### src/ninep_pkg.sv
// shared types, constants and the decode program for the 9p message parser
package ninep_pkg;

  localparam int unsigned MaxWalkElements = 16;
  localparam int unsigned CountBits       = 32;
  localparam int unsigned ProgLen         = 60;

  typedef enum logic [1:0] {
    EV_FIELD   = 2'd0,
    EV_PAYLOAD = 2'd1,
    EV_ACCEPT  = 2'd2,
    EV_REJECT  = 2'd3
  } event_kind_e;

  typedef enum logic [2:0] {
    ERR_NONE     = 3'd0,
    ERR_SHORT    = 3'd1,
    ERR_SIZE     = 3'd2,
    ERR_TYPE     = 3'd3,
    ERR_TRUNC    = 3'd4,
    ERR_WALK     = 3'd5,
    ERR_TRAILING = 3'd6
  } error_e;

  typedef enum logic [2:0] {
    OP_FIX  = 3'd0,
    OP_LEN  = 3'd1,
    OP_CNT  = 3'd2,
    OP_LOOP = 3'd3,
    OP_END  = 3'd4
  } op_kind_e;

  typedef struct packed {
    op_kind_e    kind;
    logic [3:0]  width;
    logic [4:0]  code;
    logic [1:0]  arg;
    logic        rep;
  } pop_t;

  // one result word
  typedef struct packed {
    logic [1:0]  kind;
    logic [4:0]  code;
    logic [63:0] value;
    logic [4:0]  elem;
    logic [7:0]  pay;
    logic [2:0]  err;
    logic        last;
  } result_t;

  function automatic pop_t mk(op_kind_e k, int unsigned w, int unsigned c,
                              int unsigned a, int unsigned r);
    pop_t p;
    p.kind  = k;
    p.width = 4'(w);
    p.code  = 5'(c);
    p.arg   = 2'(a);
    p.rep   = 1'(r);
    return p;
  endfunction

  function automatic pop_t prog(logic [5:0] ph);
    pop_t p;
    unique case (ph)
      6'd0:  p = mk(OP_FIX, 4, 0, 0, 0);
      6'd1:  p = mk(OP_FIX, 1, 1, 0, 0);
      6'd2:  p = mk(OP_FIX, 2, 2, 0, 0);
      6'd3:  p = mk(OP_END, 0, 0, 0, 0);
      6'd4:  p = mk(OP_FIX, 4, 3, 0, 0);
      6'd5:  p = mk(OP_LEN, 2, 4, 0, 0);
      6'd6:  p = mk(OP_END, 0, 0, 0, 0);
      6'd7:  p = mk(OP_FIX, 4, 13, 0, 0);
      6'd8:  p = mk(OP_FIX, 4, 5, 0, 0);
      6'd9:  p = mk(OP_LEN, 2, 6, 0, 0);
      6'd10: p = mk(OP_LEN, 2, 7, 0, 0);
      6'd11: p = mk(OP_END, 0, 0, 0, 0);
      6'd12: p = mk(OP_FIX, 1, 8, 0, 0);
      6'd13: p = mk(OP_FIX, 4, 9, 0, 0);
      6'd14: p = mk(OP_FIX, 8, 10, 0, 0);
      6'd15: p = mk(OP_END, 0, 0, 0, 0);
      6'd16: p = mk(OP_LEN, 2, 11, 0, 0);
      6'd17: p = mk(OP_END, 0, 0, 0, 0);
      6'd18: p = mk(OP_FIX, 2, 12, 0, 0);
      6'd19: p = mk(OP_END, 0, 0, 0, 0);
      6'd20: p = mk(OP_FIX, 4, 13, 0, 0);
      6'd21: p = mk(OP_FIX, 4, 14, 0, 0);
      6'd22: p = mk(OP_CNT, 2, 15, 1, 0);
      6'd23: p = mk(OP_LEN, 2, 16, 0, 1);
      6'd24: p = mk(OP_LOOP, 0, 0, 1, 0);
      6'd25: p = mk(OP_END, 0, 0, 0, 0);
      6'd26: p = mk(OP_CNT, 2, 17, 3, 0);
      6'd27: p = mk(OP_FIX, 1, 8, 0, 1);
      6'd28: p = mk(OP_FIX, 4, 9, 0, 1);
      6'd29: p = mk(OP_FIX, 8, 10, 0, 1);
      6'd30: p = mk(OP_LOOP, 0, 0, 3, 0);
      6'd31: p = mk(OP_END, 0, 0, 0, 0);
      6'd32: p = mk(OP_FIX, 4, 13, 0, 0);
      6'd33: p = mk(OP_FIX, 1, 18, 0, 0);
      6'd34: p = mk(OP_END, 0, 0, 0, 0);
      6'd35: p = mk(OP_FIX, 1, 8, 0, 0);
      6'd36: p = mk(OP_FIX, 4, 9, 0, 0);
      6'd37: p = mk(OP_FIX, 8, 10, 0, 0);
      6'd38: p = mk(OP_FIX, 4, 19, 0, 0);
      6'd39: p = mk(OP_END, 0, 0, 0, 0);
      6'd40: p = mk(OP_FIX, 4, 13, 0, 0);
      6'd41: p = mk(OP_LEN, 2, 20, 0, 0);
      6'd42: p = mk(OP_FIX, 4, 21, 0, 0);
      6'd43: p = mk(OP_FIX, 1, 18, 0, 0);
      6'd44: p = mk(OP_END, 0, 0, 0, 0);
      6'd45: p = mk(OP_FIX, 4, 13, 0, 0);
      6'd46: p = mk(OP_FIX, 8, 22, 0, 0);
      6'd47: p = mk(OP_FIX, 4, 23, 0, 0);
      6'd48: p = mk(OP_END, 0, 0, 0, 0);
      6'd49: p = mk(OP_FIX, 4, 13, 0, 0);
      6'd50: p = mk(OP_FIX, 8, 22, 0, 0);
      6'd51: p = mk(OP_LEN, 4, 24, 0, 0);
      6'd52: p = mk(OP_END, 0, 0, 0, 0);
      6'd53: p = mk(OP_FIX, 4, 23, 0, 0);
      6'd54: p = mk(OP_END, 0, 0, 0, 0);
      6'd55: p = mk(OP_FIX, 4, 13, 0, 0);
      6'd56: p = mk(OP_END, 0, 0, 0, 0);
      6'd57: p = mk(OP_FIX, 4, 13, 0, 0);
      6'd58: p = mk(OP_LEN, 2, 25, 0, 0);
      6'd59: p = mk(OP_END, 0, 0, 0, 0);
      default: p = mk(OP_END, 0, 0, 0, 0);
    endcase
    return p;
  endfunction

  // start phase for a message type, 0 when the type is not handled
  function automatic logic [5:0] type_start(logic [7:0] t);
    logic [5:0] s;
    unique case (t)
      8'd100, 8'd101: s = 6'd4;
      8'd102:         s = 6'd8;
      8'd103, 8'd105: s = 6'd12;
      8'd104:         s = 6'd7;
      8'd107:         s = 6'd16;
      8'd108:         s = 6'd18;
      8'd109, 8'd121, 8'd123, 8'd127: s = 6'd3;
      8'd110:         s = 6'd20;
      8'd111:         s = 6'd26;
      8'd112:         s = 6'd32;
      8'd113, 8'd115: s = 6'd35;
      8'd114:         s = 6'd40;
      8'd116:         s = 6'd45;
      8'd117:         s = 6'd51;
      8'd118:         s = 6'd49;
      8'd119:         s = 6'd53;
      8'd120, 8'd122, 8'd124: s = 6'd55;
      8'd125:         s = 6'd58;
      8'd126:         s = 6'd57;
      default:        s = 6'd0;
    endcase
    return s;
  endfunction

endpackage

### src/ninep_out_buf.sv
// four-entry result buffer between the parser and the output channel
module ninep_out_buf (
  input  logic               clk_i,
  input  logic               rst_ni,
  input  logic [1:0]         push_n_i,
  input  ninep_pkg::result_t push_a_i,
  input  ninep_pkg::result_t push_b_i,
  output logic               space_o,
  output logic               valid_o,
  input  logic               ready_i,
  output ninep_pkg::result_t head_o
);

  logic [2:0]         cnt_q, cnt_d;
  logic [1:0]         rd_q, rd_d;
  logic [1:0]         wr_q, wr_d;
  ninep_pkg::result_t mem_q [4];
  logic               pop;
  logic [1:0]         wr1;

  assign valid_o = (cnt_q != 3'd0);
  assign head_o  = mem_q[rd_q];
  assign pop     = valid_o & ready_i;
  // room for a full step of two results
  assign space_o = (cnt_q <= 3'd2);
  assign wr1     = wr_q + 2'd1;

  always_comb begin
    rd_d  = rd_q + {1'b0, pop};
    wr_d  = wr_q + push_n_i;
    cnt_d = cnt_q + {1'b0, push_n_i} - {2'b0, pop};
  end

  always_ff @(posedge clk_i or negedge rst_ni) begin
    if (!rst_ni) begin
      cnt_q <= '0;
      rd_q  <= '0;
      wr_q  <= '0;
    end else begin
      cnt_q <= cnt_d;
      rd_q  <= rd_d;
      wr_q  <= wr_d;
    end
  end

  always_ff @(posedge clk_i) begin
    if (push_n_i != 2'd0) mem_q[wr_q] <= push_a_i;
    if (push_n_i == 2'd2) mem_q[wr1] <= push_b_i;
  end

endmodule

### src/ninep_message_parser.sv
// top level of the 9p message parser: byte decoder and result buffer
//
//  channel | direction | words
//  in      | input     | data_byte, last_byte
//  out     | output    | event_kind .. message_end, up to two per input word
//
// one input word per cycle while the buffer has room; the decoder settles each
// byte combinationally by table lookup and little-endian assembly. results sit
// in a four-entry buffer, and input is taken while at most two results are
// pending. reset returns the parser to the size field of a new message; stalls
// on the output only stop input once the buffer cannot take a full step.
module ninep_message_parser #(
  parameter int unsigned MAX_WALK_ELEMENTS = ninep_pkg::MaxWalkElements,
  parameter int unsigned COUNT_BITS        = ninep_pkg::CountBits
) (
  input  logic        clk_i,
  input  logic        rst_ni,
  input  logic        in_valid_i,
  output logic        in_ready_o,
  input  logic [7:0]  data_byte_i,
  input  logic        last_byte_i,
  output logic        out_valid_o,
  input  logic        out_ready_i,
  output logic [1:0]  event_kind_o,
  output logic [4:0]  field_code_o,
  output logic [63:0] field_value_o,
  output logic [4:0]  element_index_o,
  output logic [7:0]  payload_byte_o,
  output logic [2:0]  error_code_o,
  output logic        message_end_o
);

  logic [COUNT_BITS-1:0] byte_count_q, byte_count_d;
  logic [31:0]           declared_size_q, declared_size_d;
  logic [7:0]            message_type_q, message_type_d;
  logic [5:0]            phase_q, phase_d;
  logic [3:0]            fbi_q, fbi_d;
  logic [63:0]           acc_q, acc_d;
  logic [31:0]           pay_rem_q, pay_rem_d;
  logic [4:0]            elem_rem_q, elem_rem_d;
  logic [4:0]            cur_elem_q, cur_elem_d;
  logic [2:0]            err_q, err_d;
  logic                  done_q, done_d;

  logic               take;
  logic               space;
  logic [1:0]         n;
  ninep_pkg::result_t ra, rb, rv, rc;
  ninep_pkg::pop_t    op, op2;
  logic               have_c;
  logic [63:0]        acc_n;
  logic [3:0]         fbi_n;
  logic [4:0]         elem;
  logic [5:0]         nxt, st;
  logic               go;
  logic [2:0]         verdict;
  logic [31:0]        cnt32;

  assign in_ready_o = space;
  assign take       = in_valid_i & space;
  assign cnt32      = 32'(byte_count_q + ((&byte_count_q) ? '0 : COUNT_BITS'(1)));

  always_comb begin
    byte_count_d    = byte_count_q;
    declared_size_d = declared_size_q;
    message_type_d  = message_type_q;
    phase_d         = phase_q;
    fbi_d           = fbi_q;
    acc_d           = acc_q;
    pay_rem_d       = pay_rem_q;
    elem_rem_d      = elem_rem_q;
    cur_elem_d      = cur_elem_q;
    err_d           = err_q;
    done_d          = done_q;
    have_c          = 1'b0;
    rc              = '0;
    go              = 1'b0;
    nxt             = phase_q;
    st              = '0;
    op              = ninep_pkg::prog(phase_q);
    op2             = '0;
    elem            = op.rep ? cur_elem_q : 5'd0;
    fbi_n           = fbi_q + 4'd1;
    acc_n           = acc_q | (64'(data_byte_i) << {fbi_q[2:0], 3'b000});

    if (!(&byte_count_q)) byte_count_d = byte_count_q + COUNT_BITS'(1);

    if (err_q == ninep_pkg::ERR_NONE) begin
      if (done_q) begin
        err_d = ninep_pkg::ERR_TRAILING;
      end else if (op.kind == ninep_pkg::OP_LEN && fbi_q >= op.width) begin
        have_c  = 1'b1;
        rc.kind = ninep_pkg::EV_PAYLOAD;
        rc.code = op.code;
        rc.elem = elem;
        rc.pay  = data_byte_i;
        pay_rem_d = pay_rem_q - 32'd1;
        if (pay_rem_q <= 32'd1) begin
          nxt = phase_q + 6'd1;
          go  = 1'b1;
        end
      end else if (op.kind == ninep_pkg::OP_FIX || op.kind == ninep_pkg::OP_LEN ||
                   op.kind == ninep_pkg::OP_CNT) begin
        acc_d = acc_n;
        fbi_d = fbi_n;
        if (fbi_n >= op.width) begin
          have_c   = 1'b1;
          rc.kind  = ninep_pkg::EV_FIELD;
          rc.code  = op.code;
          rc.value = acc_n;
          rc.elem  = elem;
          if (op.kind == ninep_pkg::OP_FIX) begin
            if (phase_q == 6'd0) declared_size_d = acc_n[31:0];
            if (phase_q == 6'd1) message_type_d = acc_n[7:0];
            if (phase_q == 6'd2) begin
              st = ninep_pkg::type_start(message_type_q);
              if (st == 6'd0) err_d = ninep_pkg::ERR_TYPE;
              else begin
                nxt = st;
                go  = 1'b1;
              end
            end else begin
              nxt = phase_q + 6'd1;
              go  = 1'b1;
            end
          end else if (op.kind == ninep_pkg::OP_LEN) begin
            if (acc_n == 64'd0) begin
              nxt = phase_q + 6'd1;
              go  = 1'b1;
            end else begin
              pay_rem_d = acc_n[31:0];
            end
          end else begin
            if (acc_n > 64'(MAX_WALK_ELEMENTS)) err_d = ninep_pkg::ERR_WALK;
            else if (acc_n == 64'd0) begin
              nxt = phase_q + 6'(op.arg) + 6'd2;
              go  = 1'b1;
            end else begin
              elem_rem_d = acc_n[4:0];
              cur_elem_d = 5'd0;
              nxt = phase_q + 6'd1;
              go  = 1'b1;
            end
          end
        end
      end
    end

    // enter the next phase; loop ops resolve at once (never two in a row)
    if (go) begin
      fbi_d     = '0;
      acc_d     = '0;
      pay_rem_d = '0;
      op2       = ninep_pkg::prog(nxt);
      if (op2.kind == ninep_pkg::OP_LOOP) begin
        if (elem_rem_d != 5'd0) elem_rem_d = elem_rem_d - 5'd1;
        cur_elem_d = cur_elem_d + 5'd1;
        if (elem_rem_d != 5'd0) nxt = nxt - 6'(op2.arg);
        else begin
          nxt    = nxt + 6'd1;
          done_d = 1'b1;
        end
      end else if (op2.kind == ninep_pkg::OP_END) begin
        done_d = 1'b1;
      end
      phase_d = nxt;
    end

    if (cnt32 < 32'd7) verdict = ninep_pkg::ERR_SHORT;
    else if (declared_size_d != cnt32) verdict = ninep_pkg::ERR_SIZE;
    else if (err_d != ninep_pkg::ERR_NONE) verdict = err_d;
    else if (!done_d) verdict = ninep_pkg::ERR_TRUNC;
    else verdict = ninep_pkg::ERR_NONE;

    rv      = '0;
    rv.kind = (verdict == ninep_pkg::ERR_NONE) ? ninep_pkg::EV_ACCEPT
                                               : ninep_pkg::EV_REJECT;
    rv.err  = verdict;
    rv.last = 1'b1;

    if (last_byte_i) begin
      byte_count_d    = '0;
      declared_size_d = '0;
      message_type_d  = '0;
      phase_d         = '0;
      fbi_d           = '0;
      acc_d           = '0;
      pay_rem_d       = '0;
      elem_rem_d      = '0;
      cur_elem_d      = '0;
      err_d           = ninep_pkg::ERR_NONE;
      done_d          = 1'b0;
    end

    ra = have_c ? rc : rv;
    rb = rv;
    n  = take ? ({1'b0, have_c} + {1'b0, last_byte_i}) : 2'd0;
  end

  always_ff @(posedge clk_i or negedge rst_ni) begin
    if (!rst_ni) begin
      byte_count_q    <= '0;
      declared_size_q <= '0;
      message_type_q  <= '0;
      phase_q         <= '0;
      fbi_q           <= '0;
      acc_q           <= '0;
      pay_rem_q       <= '0;
      elem_rem_q      <= '0;
      cur_elem_q      <= '0;
      err_q           <= ninep_pkg::ERR_NONE;
      done_q          <= 1'b0;
    end else if (take) begin
      byte_count_q    <= byte_count_d;
      declared_size_q <= declared_size_d;
      message_type_q  <= message_type_d;
      phase_q         <= phase_d;
      fbi_q           <= fbi_d;
      acc_q           <= acc_d;
      pay_rem_q       <= pay_rem_d;
      elem_rem_q      <= elem_rem_d;
      cur_elem_q      <= cur_elem_d;
      err_q           <= err_d;
      done_q          <= done_d;
    end
  end

  ninep_pkg::result_t head;

  ninep_out_buf u_buf (
    .clk_i    (clk_i),
    .rst_ni   (rst_ni),
    .push_n_i (n),
    .push_a_i (ra),
    .push_b_i (rb),
    .space_o  (space),
    .valid_o  (out_valid_o),
    .ready_i  (out_ready_i),
    .head_o   (head)
  );

  assign event_kind_o    = head.kind;
  assign field_code_o    = head.code;
  assign field_value_o   = head.value;
  assign element_index_o = head.elem;
  assign payload_byte_o  = head.pay;
  assign error_code_o    = head.err;
  assign message_end_o   = head.last;

endmodule

### config.mk
export PLATFORM = sky130hd
export DESIGN_NAME = ninep_message_parser
export DESIGN_NICKNAME = d
export VERILOG_FILES = /design/src/ninep_pkg.sv /design/src/ninep_out_buf.sv /design/src/ninep_message_parser.sv
export SDC_FILE = /design/constraint.sdc
export NUM_CORES = 2
export LEC_CHECK = 0
export BUFFER_PORTS_ARGS = -buffer_cell sky130_fd_sc_hd__buf_2
export CORE_MARGIN = 5
export CORE_UTILIZATION = 25
export DETAILED_ROUTE_END_ITERATION = 16
export SLEW_MARGIN = 25
export SYNTH_ARGS = -nofsm -noshare
export SYNTH_HDL_FRONTEND = slang
export SYNTH_SLANG_ARGS = --single-unit
### constraint.sdc
create_clock -name clk_i -period 6.5 [get_ports clk_i]
set_input_delay 0.325 -clock clk_i [delete_from_list [all_inputs] [get_ports clk_i]]
set_output_delay 0.325 -clock clk_i [all_outputs]
set_load 0.05 [all_outputs]
==> results.py <==
metrics = {
    "synth": {
        "synth_compound_area_share_pct": 22.6,
        "yosys-mux-area-fraction_pct": 8.91,
        "synth_ff_type": "dfxtp_1",
        "synthAdderAreaFrac_pct": 2.60,
        "synth_warnings": 0,
        "synth_xor_xnor_area_share_pct": 3.19,
        "synth.cell_area_um2": 28300,
        "synth-simple-area-share_pct": 15.6,
        "yosys.cell_types.count": 95,
        "ys_seq_elements": 547,
        "ys_seq_area_share_pct": 42.8,
        "synthArstFlopShare_pct": 36.4,
        "synthCells": 3092,
        "avgSynthCellArea_um2": 9.16,
        "synth_edf_count": 16,
        "synth_top_family_by_area": "compound AO/OA/AOI/OAI gates",
        "mappedNetlistNets": 3162,
    },
    "timing": {
        "max_freq_mhz": 162,
        "finalSetupViolations": 0,
        "slew_viol_final": 0,
        "tightest_slew_ns": 1.00,
        "period_share_pct": 95.1,
        "skew_ns": 0.0438,
        "fin_hold_ws_ns": 0.0934,
        "max_slew_margin_pct": 32.5,
        "hold_viol": 0,
        "period_minus_slack_ns": 6.18,
    },
    "critical_path": {
        "crit_buf_inv": 6,
        "cp-end-kind": "flip-flop",
        "critPathLaunchType": "flip-flop",
        "cp_top_family": "compound AO/OA/AOI/OAI gates",
        "startpoint": "phase_q[0]$_DFFE_PN0P_",
        "crit_type": "reg -> reg",
        "crit_required_ns": 7.03,
        "rr_startpoint": "phase_q[0]$_DFFE_PN0P_",
        "max_stage_delay_ns": 0.41,
        "cp_slowest_cell": "dfrtp_1",
        "worstPathArrival_ns": 6.71,
        "crit_fanout": 7,
    },
    "floorplanning": {
        "start_util_pct": 25.2,
        "ioPinCount": 103,
        "die_w_um": 347,
        "rows": 123,
        "fp.dieH_um": 347,
        "design.die.area_um2": 120000,
        "coreArea_um2": 112000,
    },
    "clock_tree": {
        "insertion_delay_ns": 0.64,
        "numCtsBuffers": 59,
        "tritoncts": "done",
        "path_clk_slew_ns": 0.06,
        "cts-root-buf": "clkbuf_16",
        "clockBufferDepth": 3,
        "cts_max_level": 2,
        "numClockSinks": 547,
    },
    "routing": {
        "routed_wl_um": 94100,
        "avgRoutedWirePerCell_um": 20.0,
        "ant_nets": 0,
        "vias_per_cell": 5.20,
        "first_pass_iters": 6,
        "drc": 0,
        "vias": 24500,
        "initialDrtViolationCount": 2295,
    },
    "final_layout": {
        "num-nets-final": 3225,
        "drive_above_1_share_pct": 15.9,
        "fin_area_um2": 33200,
        "syn_to_final_growth_pct": 17.2,
    },
    "min_path": {
        "hold_class": "in -> reg",
        "hp-start": "data_byte_i[1]",
    },
    "pwr": {
        "peakVddDrop_mv": 0.258,
        "power_density_nw_per_um2": 485,
        "leakage_nw": 13.2,
        "finalPower_w": 0.0161,
    },
    "global_route": {
        "grt_pass1_vias": 23400,
        "antenna_found_initial": 2,
        "grt_usage_pct": 15.0,
        "grt_max_degree": 105,
        "grt_pass1_wl_um": 145000,
        "gr-total-overflow": 0,
    },
    "run_status": {
        "status": "complete, no violations",
    },
    "placed_design": {
        "port_buffers": 102,
        "gp_congestion": 0.956,
        "hpwlAfterDp_um": 66900,
        "dpl-instance-area_um2": 31000,
    },
    "flow_run": {
        "cap_violations": 0,
    },
}
synthesized netlist by cell type, types with 26 or more instances:
library cell  number  area share (%)
dfrtp_1          199              18
or3_1             26            0.57
nand4_1           39            0.86
a22oi_1           42             1.1
dfxtp_1          332              23
a21oi_1          186             3.3
nor4_1            26            0.57
a21o_1            36            0.95
clkbuf_1         191             2.5
mux2i_1           44             1.6
a22o_1           156             4.8
nand2_1          374             5.0
nand3_1           46            0.81
xnor2_1           69             2.1
a31oi_1           30            0.66
nor2_1           239             3.2
and2_1            26            0.57
nor3_1            55            0.97
xor2_1            34             1.1
ha_1              54             2.4
inv_1             54            0.72
mux4_2            88             7.0
o31ai_1           44             1.2
nor2b_1           26            0.57
o21ai_0          345             6.1
registers in the layout, summed over array words and instances (netlist names):
signal           count
u_buf.mem_q        348
acc_q               64
byte_count_q        32
declared_size_q     32
pay_rem_q           32
message_type_q       8
phase_q              6
cur_elem_q           5
elem_rem_q           5
fbi_q                4
err_q                3
u_buf.cnt_q          3
u_buf.rd_q           2
u_buf.wr_q           2
done_q               1
through the flow:
step                instances  setup slack [ns]  utilization [%]  setup TNS (ns)
floorplan                3092            0.0805                -               0
global placement         4592             0.200             27.6               0
detailed placement       4592             0.170             27.6               0
CTS                      4705             0.131             29.4               0
global route             4706           -0.0299             29.5         -0.0299
finish                   4709             0.320             29.5               0
repair_timing:
| item | CTS | global route |
|---|---|---|
| setup buffers | 0 | 1 |
| resized for setup | 0 | 13 |
| hold buffers | 1 | 0 |
| setup endpoints to repair | 0 | 14 |
| hold endpoints to repair | 95 | 0 |
cells by family after synthesis:
group,count (synthesis)
compound gates,987
xor+xnor,103
fa+ha+maj,57
buf+inv,304
flops,547
mux,141
simple gates,953
final cells by class:
class / instances / area, µm²
clock buffer: 88 / 1820
multi-input combinational: 2241 / 15100
clock inverter: 24 / 263
sequential: 547 / 12100
timing repair buffer: 247 / 1750
fill: 11800 / 79300
antenna: 3 / 7.51
tap: 1500 / 1880
inverter: 59 / 221
worst paths after layout:
check	end	slack, ns	cells after the start
worst min-delay path	u_buf.mem_q[1][5]$_SDFFE_PP0P_	0.09	2
worst max-delay path	phase_q[4]$_DFFE_PN0P_	0.32	30
max in group asynchronous	u_buf.rd_q[0]$_DFF_PN0_	4.95	3
worst max register to register	phase_q[4]$_DFFE_PN0P_	0.32	30
min in group asynchronous	declared_size_q[23]$_DFFE_PN0P_	0.35	2
worst min register to register	u_buf.mem_q[0][0]$_SDFFE_PP1P_	0.44	2
placed cells by master (no fill, tap or decap), types with 11 or more instances in the layout:
master       n
nand2_1    373
nand4_1     39
clkbuf_8    11
xor2_1      34
o41ai_1     11
nor2b_1     24
buf_12      11
o31ai_1     44
mux2i_1     44
dfrtp_1    196
buf_4      133
nor4_1      24
and2_1      26
dfxtp_1    332
nand2b_1    13
o22ai_1     14
o211ai_1    13
nand3_1     46
inv_1       53
mux4_2      88
nor2_1     228
a211oi_1    11
a31oi_1     30
edfxtp_1    16
and3_1      14
clkbuf_16   65
a21o_1      36
buf_2      101
clkbuf_1    12
xnor2_1     69
a22o_1     156
or2_2       15
nor3_1      53
a22oi_1     42
or3_1       26
a21oi_1    185
ha_1        51
o21ai_0    344
per-layer routing:
layer  global-route usage (%)  part of all wire (%)  vias to the layer above  wire, µm
met5                        0                     0                        -         0
met4                     4.46                   3.2                        0      2960
met3                     2.41                   6.0                      138      5640
met2                     23.9                    46                      829     42900
met1                     21.1                    45                    12100     42600
li1                         -                     -                    11500         -
where the power goes:
group | internal [W] | total, W | switching, W
combinational | 0.00283 | 0.00802 | 0.00519
clock | 0.00208 | 0.00354 | 0.00146
sequential | 0.00396 | 0.00452 | 0.000556
total | 0.00887 | 0.0161 | 0.00721
Note: power is estimated with default switching activity, not from simulation.
